===== src/rtl/aecd_pkg.sv =====
// Package for the alternating-end character deque.
// Holds the sizes, operation and status codes and the transaction and cell command types.
// No dependencies.
`timescale 1ns / 1ps

package aecd_pkg;

   // Number of cells in the chain, which is also the largest capacity.
   localparam int DEPTH  = 64;
   localparam int CHAR_W = 8;
   localparam int CAP_W  = 7;
   localparam int CNT_W  = $clog2(DEPTH + 1);
   localparam int CMP_W  = (CAP_W > CNT_W) ? CAP_W : CNT_W;

   localparam logic [CAP_W-1:0] CAP_RESET = CAP_W'(16);

   typedef enum logic [1:0] {
      OP_RESTART   = 2'd0,
      OP_INSERT    = 2'd1,
      OP_POP_FRONT = 2'd2,
      OP_POP_BACK  = 2'd3
   } op_type;

   typedef enum logic [2:0] {
      ST_INSERTED = 3'd0,
      ST_FULL     = 3'd1,
      ST_MATCH    = 3'd2,
      ST_REJECTED = 3'd3,
      ST_POPPED   = 3'd4,
      ST_EMPTY    = 3'd5,
      ST_CLEARED  = 3'd6
   } status_type;

   typedef struct packed {
      op_type              operation;
      logic [CHAR_W-1:0]   char_in;
   } req_type;

   typedef struct packed {
      status_type          status;
      logic [CHAR_W-1:0]   char_out;
      logic [CAP_W-1:0]    fill_count;
   } rsp_type;

   // Broadcast to every cell of the chain.
   typedef struct packed {
      logic                clear;
      logic                push_front;
      logic                push_back;
      logic                pop_front;
      logic                pop_back;
      logic [CHAR_W-1:0]   push_char;
   } cell_cmd_type;

endpackage


===== src/rtl/alternating_end_char_deque_core.sv =====
// Top level of the alternating-end character deque.
// Depends on aecd_pkg and instantiates a row of aecd_cell.
`timescale 1ns / 1ps

// A transaction is accepted and executed when req_valid is high and req_stall low,
// and in the next cycle the registered copy of the back-end character is refreshed from the
// cell row, during which req_stall is high. The result is held in an output register
// until it is taken; a new transaction is accepted once the result register is free
// or is being emptied. The capacity register may be written at any cycle while idle
// and takes effect at the next insert. No clearing pass is needed after reset.
module alternating_end_char_deque_core (
   input  logic                       clock,
   input  logic                       reset,
   input  logic                       req_valid,
   output logic                       req_stall,
   input  aecd_pkg::req_type          req_data,
   output logic                       rsp_valid,
   input  logic                       rsp_stall,
   output aecd_pkg::rsp_type          rsp_data,
   input  logic                       csr_wr_en,
   input  logic [aecd_pkg::CAP_W-1:0] csr_wr_data
);

   localparam int D = aecd_pkg::DEPTH;

   logic [aecd_pkg::CAP_W-1:0]  cap_ff;
   logic [aecd_pkg::CNT_W-1:0]  count_ff;
   logic [aecd_pkg::CNT_W-1:0]  count_in;
   logic                        side_ff;
   logic                        side_in;
   logic                        ended_ff;
   logic                        ended_in;
   logic                        settle_ff;
   logic [aecd_pkg::CHAR_W-1:0] back_ff;
   logic [aecd_pkg::CHAR_W-1:0] back_in;
   logic                        rsp_valid_ff;
   aecd_pkg::rsp_type           rsp_ff;
   aecd_pkg::rsp_type           rsp_in;
   aecd_pkg::cell_cmd_type      cmd;

   logic [D-1:0]                occ_w;
   logic [aecd_pkg::CHAR_W-1:0] data_w [D];

   logic                        accept;
   logic [aecd_pkg::CMP_W-1:0]  cap_eff;
   logic [aecd_pkg::CMP_W-1:0]  cnt_ext;
   logic [aecd_pkg::CMP_W-1:0]  cnt_inc_ext;
   logic [aecd_pkg::CHAR_W-1:0] opp_char;

   assign req_stall = settle_ff || (rsp_valid_ff && rsp_stall);
   assign accept    = req_valid && !req_stall;
   assign rsp_valid = rsp_valid_ff;
   assign rsp_data  = rsp_ff;

   assign cap_eff = (aecd_pkg::CMP_W'(cap_ff) > aecd_pkg::CMP_W'(D))
                    ? aecd_pkg::CMP_W'(D) : aecd_pkg::CMP_W'(cap_ff);
   assign cnt_ext     = aecd_pkg::CMP_W'(count_ff);
   assign cnt_inc_ext = cnt_ext + aecd_pkg::CMP_W'(1);
   assign opp_char    = side_ff ? data_w[0] : back_ff;

   // The back end is the last occupied cell; exactly one cell qualifies when the
   // deque is not empty, so an OR of the gated characters selects it.
   always_comb begin
      back_in = '0;
      for (int i = 0; i < D; i++) begin
         if (occ_w[i] && ((i == D - 1) || !occ_w[(i + 1) % D])) begin
            back_in = back_in | data_w[i];
         end
      end
   end

   always_comb begin
      count_in = count_ff;
      side_in  = side_ff;
      ended_in = ended_ff;
      cmd      = '0;
      cmd.push_char = req_data.char_in;
      rsp_in.status     = aecd_pkg::ST_REJECTED;
      rsp_in.char_out   = '0;
      case (req_data.operation)
         aecd_pkg::OP_RESTART: begin
            count_in  = '0;
            side_in   = 1'b0;
            ended_in  = 1'b0;
            cmd.clear = 1'b1;
            rsp_in.status = aecd_pkg::ST_CLEARED;
         end
         aecd_pkg::OP_INSERT: begin
            if (ended_ff) begin
               rsp_in.status = aecd_pkg::ST_REJECTED;
            end else if (cnt_ext >= cap_eff) begin
               ended_in      = 1'b1;
               rsp_in.status = aecd_pkg::ST_REJECTED;
            end else if ((count_ff != '0) && (opp_char == req_data.char_in)) begin
               ended_in        = 1'b1;
               rsp_in.status   = aecd_pkg::ST_MATCH;
               rsp_in.char_out = opp_char;
            end else begin
               cmd.push_front = !side_ff;
               cmd.push_back  = side_ff;
               count_in       = count_ff + aecd_pkg::CNT_W'(1);
               side_in        = !side_ff;
               if (cnt_inc_ext >= cap_eff) begin
                  ended_in      = 1'b1;
                  rsp_in.status = aecd_pkg::ST_FULL;
               end else begin
                  rsp_in.status = aecd_pkg::ST_INSERTED;
               end
            end
         end
         aecd_pkg::OP_POP_FRONT: begin
            if (count_ff == '0) begin
               rsp_in.status = aecd_pkg::ST_EMPTY;
            end else begin
               cmd.pop_front   = 1'b1;
               count_in        = count_ff - aecd_pkg::CNT_W'(1);
               rsp_in.status   = aecd_pkg::ST_POPPED;
               rsp_in.char_out = data_w[0];
            end
         end
         aecd_pkg::OP_POP_BACK: begin
            if (count_ff == '0) begin
               rsp_in.status = aecd_pkg::ST_EMPTY;
            end else begin
               cmd.pop_back    = 1'b1;
               count_in        = count_ff - aecd_pkg::CNT_W'(1);
               rsp_in.status   = aecd_pkg::ST_POPPED;
               rsp_in.char_out = back_ff;
            end
         end
         default: begin
            rsp_in.status = aecd_pkg::ST_REJECTED;
         end
      endcase
      rsp_in.fill_count = aecd_pkg::CAP_W'(count_in);
      if (!accept) begin
         cmd      = '0;
         count_in = count_ff;
         side_in  = side_ff;
         ended_in = ended_ff;
      end
   end

   for (genvar g = 0; g < D; g++) begin : g_cell
      logic                        l_occ;
      logic [aecd_pkg::CHAR_W-1:0] l_data;
      logic                        r_occ;
      logic [aecd_pkg::CHAR_W-1:0] r_data;

      if (g == 0) begin : g_first
         assign l_occ  = 1'b1;
         assign l_data = cmd.push_char;
      end else begin : g_mid_l
         assign l_occ  = occ_w[g-1];
         assign l_data = data_w[g-1];
      end

      if (g == D - 1) begin : g_last
         assign r_occ  = 1'b0;
         assign r_data = '0;
      end else begin : g_mid_r
         assign r_occ  = occ_w[g+1];
         assign r_data = data_w[g+1];
      end

      aecd_cell u_cell (
         .clock      (clock),
         .reset      (reset),
         .cmd        (cmd),
         .left_occ   (l_occ),
         .left_data  (l_data),
         .right_occ  (r_occ),
         .right_data (r_data),
         .occ_out    (occ_w[g]),
         .data_out   (data_w[g])
      );
   end

   always_ff @(posedge clock) begin
      if (reset) begin
         cap_ff       <= aecd_pkg::CAP_RESET;
         count_ff     <= '0;
         side_ff      <= 1'b0;
         ended_ff     <= 1'b0;
         settle_ff    <= 1'b0;
         rsp_valid_ff <= 1'b0;
      end else begin
         if (csr_wr_en) begin
            cap_ff <= csr_wr_data;
         end
         count_ff  <= count_in;
         side_ff   <= side_in;
         ended_ff  <= ended_in;
         settle_ff <= accept;
         if (accept) begin
            rsp_valid_ff <= 1'b1;
         end else if (!rsp_stall) begin
            rsp_valid_ff <= 1'b0;
         end
      end
   end

   always_ff @(posedge clock) begin
      back_ff <= back_in;
      if (accept) begin
         rsp_ff <= rsp_in;
      end
   end

endmodule


===== src/rtl/aecd_cell.sv =====
// One cell of the deque chain: an occupied flag and one character.
// Depends on aecd_pkg for the character width and the cell command type.
`timescale 1ns / 1ps

module aecd_cell (
   input  logic                        clock,
   input  logic                        reset,
   input  aecd_pkg::cell_cmd_type      cmd,
   input  logic                        left_occ,
   input  logic [aecd_pkg::CHAR_W-1:0] left_data,
   input  logic                        right_occ,
   input  logic [aecd_pkg::CHAR_W-1:0] right_data,
   output logic                        occ_out,
   output logic [aecd_pkg::CHAR_W-1:0] data_out
);

   logic                        occ_ff;
   logic                        occ_in;
   logic [aecd_pkg::CHAR_W-1:0] data_ff;
   logic [aecd_pkg::CHAR_W-1:0] data_in;

   // Cells hold the contents in order, front in the first cell. A front push shifts
   // the row towards the back, a front pop towards the front; back operations only
   // touch the cell at the boundary of the occupied run.
   always_comb begin
      occ_in  = occ_ff;
      data_in = data_ff;
      if (cmd.clear) begin
         occ_in = 1'b0;
      end else if (cmd.push_front) begin
         occ_in  = left_occ;
         data_in = left_data;
      end else if (cmd.pop_front) begin
         occ_in  = right_occ;
         data_in = right_data;
      end else if (cmd.push_back && !occ_ff && left_occ) begin
         occ_in  = 1'b1;
         data_in = cmd.push_char;
      end else if (cmd.pop_back && occ_ff && !right_occ) begin
         occ_in = 1'b0;
      end
   end

   always_ff @(posedge clock) begin
      if (reset) begin
         occ_ff <= 1'b0;
      end else begin
         occ_ff <= occ_in;
      end
   end

   always_ff @(posedge clock) begin
      data_ff <= data_in;
   end

   assign occ_out  = occ_ff;
   assign data_out = data_ff;

endmodule


===== config.mk =====
export PLATFORM = sky130hd
export DESIGN_NAME = alternating_end_char_deque_core
export DESIGN_NICKNAME = d
export VERILOG_FILES = /design/src/rtl/aecd_pkg.sv /design/src/rtl/alternating_end_char_deque_core.sv /design/src/rtl/aecd_cell.sv
export SDC_FILE = /design/constraint.sdc
export NUM_CORES = 2
export LEC_CHECK = 0
export ABC_AREA = 1
export BUFFER_PORTS_ARGS = -buffer_cell sky130_fd_sc_hd__buf_2
export CAP_MARGIN = 40
export CORE_MARGIN = 3
export CORE_UTILIZATION = 44
export DETAILED_ROUTE_END_ITERATION = 12
export HOLD_SLACK_MARGIN = 0.1
export PLACE_DENSITY = 0.58
export SLEW_MARGIN = 20
export SYNTH_ARGS = -nofsm -noshare
export SYNTH_HDL_FRONTEND = slang
export SYNTH_HIERARCHICAL = 1
export SYNTH_SLANG_ARGS = --single-unit

===== constraint.sdc =====
create_clock -name clock -period 8.9 [get_ports clock]
set_input_delay 1.335 -clock clock [delete_from_list [all_inputs] [get_ports clock]]
set_output_delay 1.335 -clock clock [all_outputs]
set_load 0.05 [all_outputs]

# Word level (Yosys, flattened, before mapping)
# Index checks and enable logic that the tools add are counted.
# word_totals
inputBits,22
register_bits,620
# op_classes
n_eq_ne,8
bitwise,64
n_mux,551
n_reduce_logical,587
n_lt_le_gt_ge,3
add_sub_neg,2
# op_table
op,count
$mux W8,262
$or A8 B8 Y8,63
$logic_and A1 B1 Y1,320
$mux W1,271
$reduce_bool A4 Y1,64
$reduce_bool A3 Y1,64
$reduce_and A2 Y1,65
$logic_not A1 Y1,66
$mux W7,5
$pmux W8 S3,1
$pmux W7 S3,1
$ge A7 B7 Y1,2
$mux W13,1
$mux W3,3
$pmux W3 S3,1
$eq A8 B8 Y1,1
$mux W2,4
$add A7 B1 Y7 const B,1
$gt A7 B7 Y1 const B,1
$logic_not A7 Y1,1
$reduce_bool A7 Y1,1
$sub A7 B1 Y7 const B,1
$ne A2 B2 Y1 const B,3
$reduce_and A5 Y1,1
9 further kinds,12

# Depth between registers and ports, before layout
# logic_depth
ltp_word,129
ltp_mapped,19

# By module
# The synthesis kept the hierarchy.
# modules_own_cells
mod,area_each_um2,seq_area_each_um2,instances,cells_per_inst
aecd_cell,536.8,260.2,64,68
alternating_end_char_deque_core,6959.2,1061.0,1,1262

# Worst setup path before layout
# OpenSTA, ideal clock, no wires.
# synth_timing
path_type,input port to flip-flop
start,input req_data[8] (netlist bit)
end,register g_cell[0].u_cell.data_ff (netlist bit g_cell[0].u_cell/data_out[0]) (enable)
setup_time_ns,0.379
path_stages,7
path_slack_ns,1.162
required_time_ns,8.521
path_buffers,1
arrival_ns,7.359
cell_sequence,buf_4 inv_2 nor2_4 inv_1 nor4_1 nand3_1 a21oi_1
# synth_rtl
item,line,text
start: declaration,alternating_end_char_deque_core.sv:16,"input aecd_pkg::req_type req_data,"
end signal: assignment,aecd_cell.sv:53,data_ff <= data_in;
end: declaration,aecd_cell.sv:19,logic [aecd_pkg::CHAR_W-1:0] data_ff;

==> impl_results.md <==
* Setup bufs post-CTS at 0
* DR vias/cell at 5.60
* Longest Clk Path Bufs at 3
* GRT Total Usage at 32.1%
* First-pass GRT wire length at 233000 um
* Die X-Extent at 312 um
* Total power at 8710 uW
* Reg-to-reg critical path startpoint: cap_ff[4]
* Crit path time final at 4.74 ns
* Worst-Margin Slew at 1.05 ns
* Worst R2R Setup Slack at 4.16 ns
* Unrepaired setup endpoints after global routing: false
* CP startpoint kind: flip-flop
* Crit end category: flip-flop
* Yosys top cell by area: edfxtp_1
* Hold Startpoint: cap_ff[4]
* Max VDD drop at 0.114 mV
* Fin cells at 6862
* Quantity of I/O buffers inserted on ports at 41
* Die Span Y at 312 um
* Final setup fails at 0
* Vias in the first global route at 33795
* H-tree depth at 3
* Post-cts sizing count at 0
* Outcome: finished clean
* Routed WL at 162000 um
* Period utilization at 53.2%
* Mapped cell area at 41300 um^2
* Ys async rst share at 0%
* Max_cap viols at 0
* Area delta synth->final at 7.37%
* Placer Congestion at 1.03
* CTS root buffer: clkbuf_16
* Synth top area share at 38.5%
* Setup tns final at 0 ns
* FF+latch count, synth at 620
* Inst Count DP at 6690
* Synth Instances at 5614
* Core Area at 92400 um^2
* Hold Crit Class: reg2reg
* Worst Path Arrival at 5.00 ns
* Layout cells sized above 1 at 7.82%
* CTS sink cnt at 620
* Worst R2R End: g_cell[41].u_cell/data_out[1]
* Die area at 97600 um^2
* Final Hold Fails at 0
* Post-synth EDFFs at 530
* Count leader, synth: nand2_1
* Dpl cell area at 41700 um^2
* WHS Path Cells at 2
* CTS tree: built
* Pre-Repair DR Iteration Count at 6
* Initial antenna violation count at 5
* Starting density of the core at 44.7%
* Cell Pwr Density at 196 nW/um^2
* Largest net degree at the start of global routing at 163
* Worst skew pair latency at 0.64 ns
* Remaining antenna violation count at 0
* Routed vias at 38396
* FF-to-FF path depth at 17
* Largest cells by area after synthesis: edfxtp_1, nand2_1, o21ai_1
* Commonest cells in the synthesized netlist: nand2_1, o21ai_1, inv_1
* Crit Path Category: reg2reg
* Drc violations at 0
* Synth warn at 6
* Syn Area/Cell at 7.36 um^2
* Sequential share of the synthesized area at 42.9%
* Fin Clk Skew at 0.0186 ns
* Slew margin rel. at 29.6%
* CTS buffer count at 75
* Iter 0 DRT Violations at 5392
* Fmax at 211 MHz
* Row count at 111
* Reg clk slew, reported paths at 0.06 ns
* Post-Layout Inst Area at 44400 um^2
* Critical path launch point: cap_ff[4]
* Total grt overflow at 0
* Leak at 0.0172 uW
* Slew Limit Fails at 0
* Hold EP: cap_ff[4]
* Worst-path maximum fanout at 37
* Nets at 5594
* Fillers at 9464
* Post-detail-place hpwl at 116000 um
* Synth Flop Type: edfxtp_1
* Wirelength per Cell at 23.6 um
* Data required, critical path at 9.16 ns
* # hold bufs at CTS at 0
* Utilization after layout at 48.0%
* Io pins at 42
* Synth cell types at 41
[metrics by stage]
step                      worst slack (ns)  hold WS [ns]
final                                 4.16         0.510
after global routing                  3.77         0.520
after CTS                             4.06         0.511
after detailed placement              3.64         0.499
after global placement                3.49         0.477
after floorplan                       1.16         0.444
[final cells by class]
type                    count  area [um^2]  share of cell area (%)
multi-input cells        3718        17500                    39.5
diodes                      2         5.00                  0.0113
repair buffers            159         1450                    3.26
well taps                1243         1560                    3.51
inverters                 982         3690                    8.33
clock inverters            39          338                   0.762
flip-flops and latches    620        17700                    39.9
clock buffers              99         2060                    4.65
[routing by layer]
metal / track usage [%] / share of wire (%) / up-vias / routed length [um]
li1: - / - / 18222 / -
met1: 45.0 / 41 / 17868 / 66800
met2: 48.0 / 43 / 1954 / 69700
met3: 6.15 / 10 / 350 / 16400
met4: 14.8 / 5.5 / 2 / 8810
met5: 0 / 0.0049 / - / 8
[worst max-delay path, stage by stage (launching register included)]
cell and delay [ns]:
dfxtp_1 0.33, nor2_1 0.13, nand3_1 0.08, a21boi_0 0.27, ha_1 0.31, o21ai_0 0.16
nand2_1 0.07, nand2_1 0.06, nand2_1 0.05, nand2_1 0.05, nand2_1 0.09, inv_1 0.17
nand2_2 0.17, nor4_2 0.23, buf_4 0.44, buf_4 0.71, nand3_1 0.20, a21oi_1 0.75
[kinds of logic (layout without fill, tap and decap cells)]
family,count (synthesis),count (layout),share of synthesized area (%)
buf+inv,1285,1279,15.0
simple gates,2356,2356,24.3
flops,620,620,42.9
fa+ha+maj,16,16,0.485
compound gates,1328,1328,17.2
xor+xnor,7,7,0.148
other cells,2,13,0.0182
[flip-flops by register name (all words and copies together) (netlist names)]
register,flops
rsp_valid,1
side_ff,1
back_ff,8
cap_ff,7
settle_ff,1
g_cell.u_cell/occ_out,64
rsp_data,18
ended_ff,1
cnt_ext,7
g_cell.u_cell/data_out,512
[power breakdown]
part           switching, uW  leakage (uW)  internal, uW
registers                303       0.00569          3500
clock network           1310       0.00118          1800
logic                   1260        0.0103           540
total                   2870        0.0172          5840
[placed cells by master (no fill, tap or decap), types with 34 or more instances in the layout]
| master | netlist | layout |
|---|---|---|
| nand3_1 | 364 | 364 |
| edfxtp_1 | 530 | 530 |
| nor4_1 | 35 | 34 |
| buf_2 | 84 | 43 |
| buf_4 | 73 | 62 |
| nor2_1 | 323 | 312 |
| nand2_1 | 1468 | 1468 |
| dfxtp_1 | 90 | 90 |
| o21ai_1 | 961 | 961 |
| nand3_2 | 68 | 68 |
| o21ai_2 | 64 | 64 |
| a21oi_1 | 144 | 144 |
| inv_1 | 960 | 959 |
| nand4_1 | 46 | 46 |
| clkbuf_16 | 0 | 79 |
| o21ai_0 | 91 | 91 |
[worst max-delay path by stage]
stage | endpoint | cells past startpoint
2_1_floorplan | g_cell[0].u_cell/data_out[0] | 7
3_3_place_gp | g_cell[54].u_cell/data_out[2] | 9
3_5_place_dp | g_cell[54].u_cell/data_out[4] | 10
4_1_cts | g_cell[54].u_cell/data_out[6] | 12
5_1_grt | g_cell[52].u_cell/data_out[0] | 17
6_report | g_cell[41].u_cell/data_out[1] | 17
Power figures use the tool's default switching activity.
